### src/hw/rtl/lot_pkg.sv
`default_nettype none
// ----------------------------------------------------------------------------
// lot_pkg: shared types and helpers for the LRU order tracker
// Id width, link memory address width, FSM states, link port structs and
// the functions that give the initial descending order and clamp the count.
// ----------------------------------------------------------------------------
package lot_pkg;

	localparam int MAX_ENTRIES = 64;
	localparam int ID_W        = $clog2(MAX_ENTRIES + 1);
	localparam int ADDR_W      = $clog2(MAX_ENTRIES);

	typedef logic [ID_W-1:0]   id_t;
	typedef logic [ADDR_W-1:0] addr_t;

	typedef enum logic {
		ST_IDLE,
		ST_UNLINK
	} state_t;

	typedef struct packed {
		logic  nn_we;
		addr_t nn_addr;
		id_t   nn_data;
		logic  po_we;
		addr_t po_addr;
		id_t   po_data;
	} link_wr_t;

	typedef struct packed {
		id_t nn;
		id_t po;
	} link_rd_t;

	function automatic addr_t addr_of(input id_t id);
		id_t m;
		m = id - ID_W'(1);
		return m[ADDR_W-1:0];
	endfunction

	function automatic id_t nn_init(input id_t id);
		return (id >= ID_W'(2)) ? id - ID_W'(1) : '0;
	endfunction

	function automatic id_t po_init(input id_t id, input id_t count);
		return (id < count) ? id + ID_W'(1) : '0;
	endfunction

	function automatic id_t clamp_count(input id_t v);
		id_t r;
		r = v;
		if (v == '0) begin
			r = ID_W'(1);
		end else if (v > ID_W'(MAX_ENTRIES)) begin
			r = ID_W'(MAX_ENTRIES);
		end
		return r;
	endfunction

endpackage
`default_nettype wire

### src/hw/rtl/lot_link_mem.sv
`default_nettype none
// ----------------------------------------------------------------------------
// lot_link_mem: recency link memories
// Holds next_newer and prev_older, one write and one registered read each.
// Entries not written since reset or a rebuild read as the initial order.
// ----------------------------------------------------------------------------
module lot_link_mem (
	input  wire logic              clk,
	input  wire logic              arst_n,
	input  wire logic              clear,
	input  wire lot_pkg::id_t      count,
	input  wire logic              rd_en,
	input  wire lot_pkg::id_t      rd_id,
	input  wire lot_pkg::link_wr_t wr,
	output lot_pkg::link_rd_t      rd
);

	lot_pkg::id_t nn_mem [lot_pkg::MAX_ENTRIES];
	lot_pkg::id_t po_mem [lot_pkg::MAX_ENTRIES];

	logic [lot_pkg::MAX_ENTRIES-1:0] nn_vld_q;
	logic [lot_pkg::MAX_ENTRIES-1:0] po_vld_q;

	lot_pkg::id_t  nn_rd_q;
	lot_pkg::id_t  po_rd_q;
	logic          nn_rd_vld_q;
	logic          po_rd_vld_q;
	lot_pkg::id_t  rd_id_q;
	lot_pkg::addr_t rd_addr;

	assign rd_addr = lot_pkg::addr_of(rd_id);

	always_ff @(posedge clk or negedge arst_n) begin
		if (!arst_n) begin
			nn_vld_q <= '0;
			po_vld_q <= '0;
		end else if (clear) begin
			nn_vld_q <= '0;
			po_vld_q <= '0;
		end else begin
			if (wr.nn_we) begin
				nn_vld_q[wr.nn_addr] <= 1'b1;
			end
			if (wr.po_we) begin
				po_vld_q[wr.po_addr] <= 1'b1;
			end
		end
	end

	always_ff @(posedge clk) begin
		if (wr.nn_we) begin
			nn_mem[wr.nn_addr] <= wr.nn_data;
		end
		if (rd_en) begin
			nn_rd_q <= nn_mem[rd_addr];
		end
	end

	always_ff @(posedge clk) begin
		if (wr.po_we) begin
			po_mem[wr.po_addr] <= wr.po_data;
		end
		if (rd_en) begin
			po_rd_q <= po_mem[rd_addr];
		end
	end

	always_ff @(posedge clk) begin
		if (rd_en) begin
			rd_id_q     <= rd_id;
			nn_rd_vld_q <= nn_vld_q[rd_addr];
			po_rd_vld_q <= po_vld_q[rd_addr];
		end
	end

	assign rd.nn = nn_rd_vld_q ? nn_rd_q : lot_pkg::nn_init(rd_id_q);
	assign rd.po = po_rd_vld_q ? po_rd_q : lot_pkg::po_init(rd_id_q, count);

endmodule
`default_nettype wire

### src/hw/rtl/lru_order_tracker.sv
`default_nettype none
// ----------------------------------------------------------------------------
// lru_order_tracker: least recently used order over ids 1..entry_count
// Moves each accessed id to the newest end of a doubly linked order and
// reports the oldest id.
// ----------------------------------------------------------------------------
//  channel  | handshake          | word
//  ---------+--------------------+-------------------------
//  input    | in_valid/in_stall  | accessed_id
//  output   | out_valid/out_stall| lru_id, rejected
//  config   | cfg_we             | cfg_wdata (entry_count)
//
// A word is handled in ST_IDLE, which reads the links of the id and relinks
// it at the newest end, then in ST_UNLINK, which unlinks it from its old
// place; each link memory has one write port and takes at most one write in each.
// Reset or a write of entry_count restores the initial order at once.
// A stalled output holds the unlink cycle; the next word is taken after it.
// ----------------------------------------------------------------------------
module lru_order_tracker (
	input  wire logic                clk,
	input  wire logic                arst_n,
	input  wire logic                cfg_we,
	input  wire logic [lot_pkg::ID_W-1:0] cfg_wdata,
	input  wire logic                in_valid,
	output logic                     in_stall,
	input  wire logic [lot_pkg::ID_W-1:0] accessed_id,
	output logic                     out_valid,
	input  wire logic                out_stall,
	output logic [lot_pkg::ID_W-1:0] lru_id,
	output logic                     rejected
);

	lot_pkg::state_t   state_q;
	lot_pkg::state_t   state_d;
	lot_pkg::id_t      count_q;
	lot_pkg::id_t      oldest_q;
	lot_pkg::id_t      newest_q;
	lot_pkg::id_t      cfg_count;
	logic              move_s1;
	logic              rej_s1;
	logic              out_valid_q;
	lot_pkg::id_t      lru_id_q;
	logic              rejected_q;

	logic              in_acc;
	logic              advance;
	logic              id_ok;
	logic              move;
	lot_pkg::id_t      older;
	lot_pkg::id_t      newer;
	lot_pkg::id_t      oldest_d;
	lot_pkg::link_wr_t wr;
	lot_pkg::link_rd_t rd;

	assign cfg_count = lot_pkg::clamp_count(cfg_wdata);
	assign id_ok     = (accessed_id != '0) && (accessed_id <= count_q);
	assign move      = id_ok && (accessed_id != newest_q);
	assign older     = rd.po;
	assign newer     = rd.nn;
	assign oldest_d  = (move_s1 && older == '0) ? newer : oldest_q;

	always_comb begin
		state_d = state_q;
		case (state_q)
			lot_pkg::ST_IDLE: begin
				if (in_valid) begin
					state_d = lot_pkg::ST_UNLINK;
				end
			end
			lot_pkg::ST_UNLINK: begin
				if (!out_valid_q || !out_stall) begin
					state_d = lot_pkg::ST_IDLE;
				end
			end
			default: begin
				state_d = lot_pkg::ST_IDLE;
			end
		endcase
	end

	always_comb begin
		in_stall = 1'b1;
		in_acc   = 1'b0;
		advance  = 1'b0;
		wr       = '0;
		case (state_q)
			lot_pkg::ST_IDLE: begin
				in_stall = 1'b0;
				in_acc   = in_valid;
				// relink at the newest end
				wr.nn_we   = in_valid && move;
				wr.nn_addr = lot_pkg::addr_of(newest_q);
				wr.nn_data = accessed_id;
				wr.po_we   = in_valid && move;
				wr.po_addr = lot_pkg::addr_of(accessed_id);
				wr.po_data = newest_q;
			end
			lot_pkg::ST_UNLINK: begin
				advance = !out_valid_q || !out_stall;
				// drop from the old place
				wr.nn_we   = advance && move_s1 && (older != '0);
				wr.nn_addr = lot_pkg::addr_of(older);
				wr.nn_data = newer;
				wr.po_we   = advance && move_s1;
				wr.po_addr = lot_pkg::addr_of(newer);
				wr.po_data = older;
			end
			default: begin
				in_stall = 1'b1;
			end
		endcase
	end

	always_ff @(posedge clk or negedge arst_n) begin
		if (!arst_n) begin
			state_q     <= lot_pkg::ST_IDLE;
			count_q     <= lot_pkg::ID_W'(lot_pkg::MAX_ENTRIES);
			oldest_q    <= lot_pkg::ID_W'(lot_pkg::MAX_ENTRIES);
			newest_q    <= lot_pkg::ID_W'(1);
			move_s1     <= 1'b0;
			out_valid_q <= 1'b0;
		end else begin
			state_q <= state_d;
			if (cfg_we) begin
				count_q  <= cfg_count;
				oldest_q <= cfg_count;
				newest_q <= lot_pkg::ID_W'(1);
			end else begin
				if (in_acc && move) begin
					newest_q <= accessed_id;
				end
				if (advance) begin
					oldest_q <= oldest_d;
				end
			end
			if (in_acc) begin
				move_s1 <= move;
			end
			if (advance) begin
				out_valid_q <= 1'b1;
			end else if (!out_stall) begin
				out_valid_q <= 1'b0;
			end
		end
	end

	always_ff @(posedge clk) begin
		if (in_acc) begin
			rej_s1 <= !id_ok;
		end
		if (advance) begin
			lru_id_q   <= oldest_d;
			rejected_q <= rej_s1;
		end
	end

	lot_link_mem u_link_mem (
		.clk    (clk),
		.arst_n (arst_n),
		.clear  (cfg_we),
		.count  (count_q),
		.rd_en  (in_acc),
		.rd_id  (accessed_id),
		.wr     (wr),
		.rd     (rd)
	);

	assign out_valid = out_valid_q;
	assign lru_id    = lru_id_q;
	assign rejected  = rejected_q;

endmodule
`default_nettype wire
### config.mk
export PLATFORM = sky130hd
export DESIGN_NAME = lru_order_tracker
export DESIGN_NICKNAME = d
export VERILOG_FILES = /design/src/hw/rtl/lot_pkg.sv /design/src/hw/rtl/lot_link_mem.sv /design/src/hw/rtl/lru_order_tracker.sv
export SDC_FILE = /design/constraint.sdc
export NUM_CORES = 1
export LEC_CHECK = 0
export BUFFER_PORTS_ARGS = -buffer_cell sky130_fd_sc_hd__buf_2
export CAP_MARGIN = 40
export CORE_MARGIN = 2
export CORE_UTILIZATION = 43
export CTS_CLUSTER_SIZE = 20
export DETAILED_ROUTE_END_ITERATION = 8
export MAX_ROUTING_LAYER = met4
export PLACE_DENSITY = 0.6
export RECOVER_POWER = 25
export SLEW_MARGIN = 10
export SYNTH_ARGS = -nofsm -noshare
export SYNTH_HDL_FRONTEND = slang
export SYNTH_SLANG_ARGS = --single-unit
### constraint.sdc
create_clock -name clk -period 4.95 [get_ports clk]
set_input_delay 0.99 -clock clk [delete_from_list [all_inputs] [get_ports clk]]
set_output_delay 0.99 -clock clk [all_outputs]
set_load 0.01 [all_outputs]
==> impl_results.md <==
* Run status: finished, violations left
* Failing checks: max-capacitance violations, max-slew violations
* First-pass GRT wire length at 161000 microns
* Max IR drop VDD at 0.342 mV
* Initial DRT Pass Iterations at 5
* Hold Crit Class: flop to flop
* Tot GR Track Use at 21.7%
* Area of the core at 102000 sq um
* Max-Cap Viols at 5
* DR vias at 23.1k
* PostCTS Resize Cnt at 0
* Final setup TNS at 0 ps
* Count of input and output buffers at 28
* Starting Density at 43.3%
* Nets at 2454
* Overflow after GRT at 0
* Die W at 324 microns
* Syn-to-layout area delta at 15.0%
* Final hold vios at 0
* Worst Setup End Kind: flop
* Crit path time final at 4630 ps
* CTS Buf Count at 112
* GP Congestion at 0.852
* Clock Skew at 35.1 ps
* Mapped Area at 44000 sq um
* Worst-Margin Slew at 3790 ps
* Fin area at 50600 sq um
* Share of cells above drive strength 1 at 29.0%
* Gate Count Post-Synth at 2251
* Post-synth net total at 2289
* Number of remaining DRC errors at 0
* Hpwl dp at 67900 microns
* Commonest non-fill, non-tap cell in the layout: edfxtp_1
* Most frequent cells in the layout: 928 x edfxtp_1, 336 x mux4_2, 149 x dfrtp_1, 137 x nor2_1, 129 x buf_4
* Post-CTS setup buffers at 0
* Top cell type's share of synthesized area at 63.3%
* Final WL at 108000 microns
* Critical path class: flop to flop
* CP cell instances: inv_1 -> ha_1 -> or4_4 -> o21ai_2 -> nor2_1 -> a21oi_1 -> ha_1 -> nand3_1 -> or3b_1 -> mux2i_1 -> nor2_1 -> nand3b_1 -> nor2_1 -> buf_4
* FP Rows at 117
* Yosys cell types at 66
* WP data required at 5370 ps
* Seq/Total Area, Yosys at 71.9%
* Final period utilization at 93.5%
* DR top layer: met4
* EDFF count, synth at 928
* CTS Hold Bufs at 0
* Root Driver: clkbuf_16
* Post-DP Area at 46900 sq um
* Top cells by area, synth: edfxtp_1 63%, mux4_2 17%, dfrtp_1 8.5%
* Final setup violating endpoints at 0
* 1st-iter DRT viols at 2568
* Max Slew Vio Count at 263
* Initial antenna violation count at 2
* CTS clk-pin slew, worst paths at 60 ps
* Pwr per Cell Area at 493 nW/um^2
* CTS tree: done
* Clock Latency Late Sink at 700 ps
* Max stage delay on crit path at 670 ps
* Die Height at 324 microns
* Rel. slew slack at -153%
* Antenna fix cells at 0
* Die ar. at 105000 sq um
* Antenna viol nets, final at 0
* Clock Sink Count at 1080
* CP Max Fanout at 16
* Post-synthesis async set-or-reset flop share at 14.1%
* Crit-path slowest cell: nand3b_1
* Wire length per cell at 27.9 microns
* Hold_ws at 421 ps
* M1 WL at 46600 microns
* CP top delay family: simple AND/OR/NAND/NOR gates
* # IOs at 29
* Fmax at 216 MHz
* Syn avg cell area at 19.6 sq um
* Layout Utilization at 49.8%
* Most used DFF post-synth: edfxtp_1
* Synth area leader: edfxtp_1
* Total power at 0.0249 W
* Most used cell, CP: nor2_1
* Crit start category: flop
* Synthesized flop and latch total at 1080
* Met2 routed WL at 51900 microns
* Largest net degree at the start of global routing at 102
* Met3 WL at 7730 microns
* Clock buffer depth at 3
* Vias/cell at 5.96
* Worst path arrival time at 5050 ps
* Static leakage at 16.7 nW
* Yosys warns at 0
* Htree depth at 3
* Number of global-route vias before repair at 23.4k
* RSZ-0062 raised after global routing: no
* Buf/Inv on CP at 2
kinds of logic (layout without fill, tap and decap cells):
group                      count (synthesis)  count (layout)  synth area share [%]
xor gates and xnor gates                  20              20                 0.398
buffers and inverters                    220             480                  1.94
and+or+nand+nor                          320             320                  3.34
DFF                                     1080            1080                  71.9
adders and majority gates                 19              19                 0.540
muxes                                    356             356                  17.7
AOI/OAI and AO/OA                        236             236                  4.18
synthesized netlist by cell type (all sizes together) (13+ instances only):
cell     number
o21ai        28
nor4         13
o32ai        32
o31ai        34
o2bb2ai      64
nand3        13
edfxtp      928
inv          60
clkbuf      115
ha           19
dfrtp       149
a21oi        15
buf          45
mux2i        13
nand2        66
mux4        336
nor2        137
nor3         42
per-stage QoR:
step / cells / worst slack [ps]
after floorplan: 2251 / 13.3
after global placement: 3634 / 530
after detailed placement: 3662 / 424
after CTS: 3871 / 360
after global routing: 3879 / 110
final: 3879 / 322
report_power, final:
part / internal, W / switching [W]
combinational: 0.00118 / 0.00346
clock: 0.00511 / 0.00355
sequential: 0.0114 / 0.000198
total: 0.0177 / 0.00721
final timing paths:
check / startpoint / endpoint / cells past startpoint / slack (ps)
max: u_link_mem.rd_id_q[0]$_DFFE_PP_ / u_link_mem.po_mem[26][1]$_DFFE_PP_ / 14 / 320
min: rej_s1$_DFFE_PP_ / rejected$_DFFE_PP_ / 0 / 420
max reg2reg: u_link_mem.rd_id_q[0]$_DFFE_PP_ / u_link_mem.po_mem[26][1]$_DFFE_PP_ / 14 / 320
min reg2reg: rej_s1$_DFFE_PP_ / rejected$_DFFE_PP_ / 0 / 420
max in group asynchronous: arst_n / u_link_mem.nn_vld_q[52]$_DFFE_PN0P_ / 2 / 880
min in group asynchronous: arst_n / u_link_mem.po_vld_q[46]$_DFFE_PN0P_ / 1 / 1740
registers in the layout, summed over array words and instances, names as in the netlist:
signal                  count
u_link_mem.nn_mem         448
u_link_mem.po_mem         448
u_link_mem.nn_vld_q        64
u_link_mem.po_vld_q        64
count_q                     7
lru_id                      7
newest_q                    7
oldest_q                    7
u_link_mem.nn_rd_q          7
u_link_mem.po_rd_q          7
u_link_mem.rd_id_q          7
move_s1                     1
out_valid                   1
rej_s1                      1
rejected                    1
state_q                     1
u_link_mem.nn_rd_vld_q      1
u_link_mem.po_rd_vld_q      1
metal layers:
metal / vias up / track usage [%]
li1: 9619 / -
met1: 12422 / 31.1
met2: 917 / 32.9
met3: 161 / 3.32
met4: 0 / 5.29
met5: - / -
cell type report:
cell class                 instances  area, sq um
clock buffer                     137         2970
clock inverter                    72          843
fill                            8152        51000
inverter                          60          226
multi-input combinational        951        11600
sequential                      1080        31700
tap                             1368         1710
timing repair buffer             211         1580
(Power assumes the default switching activity.)
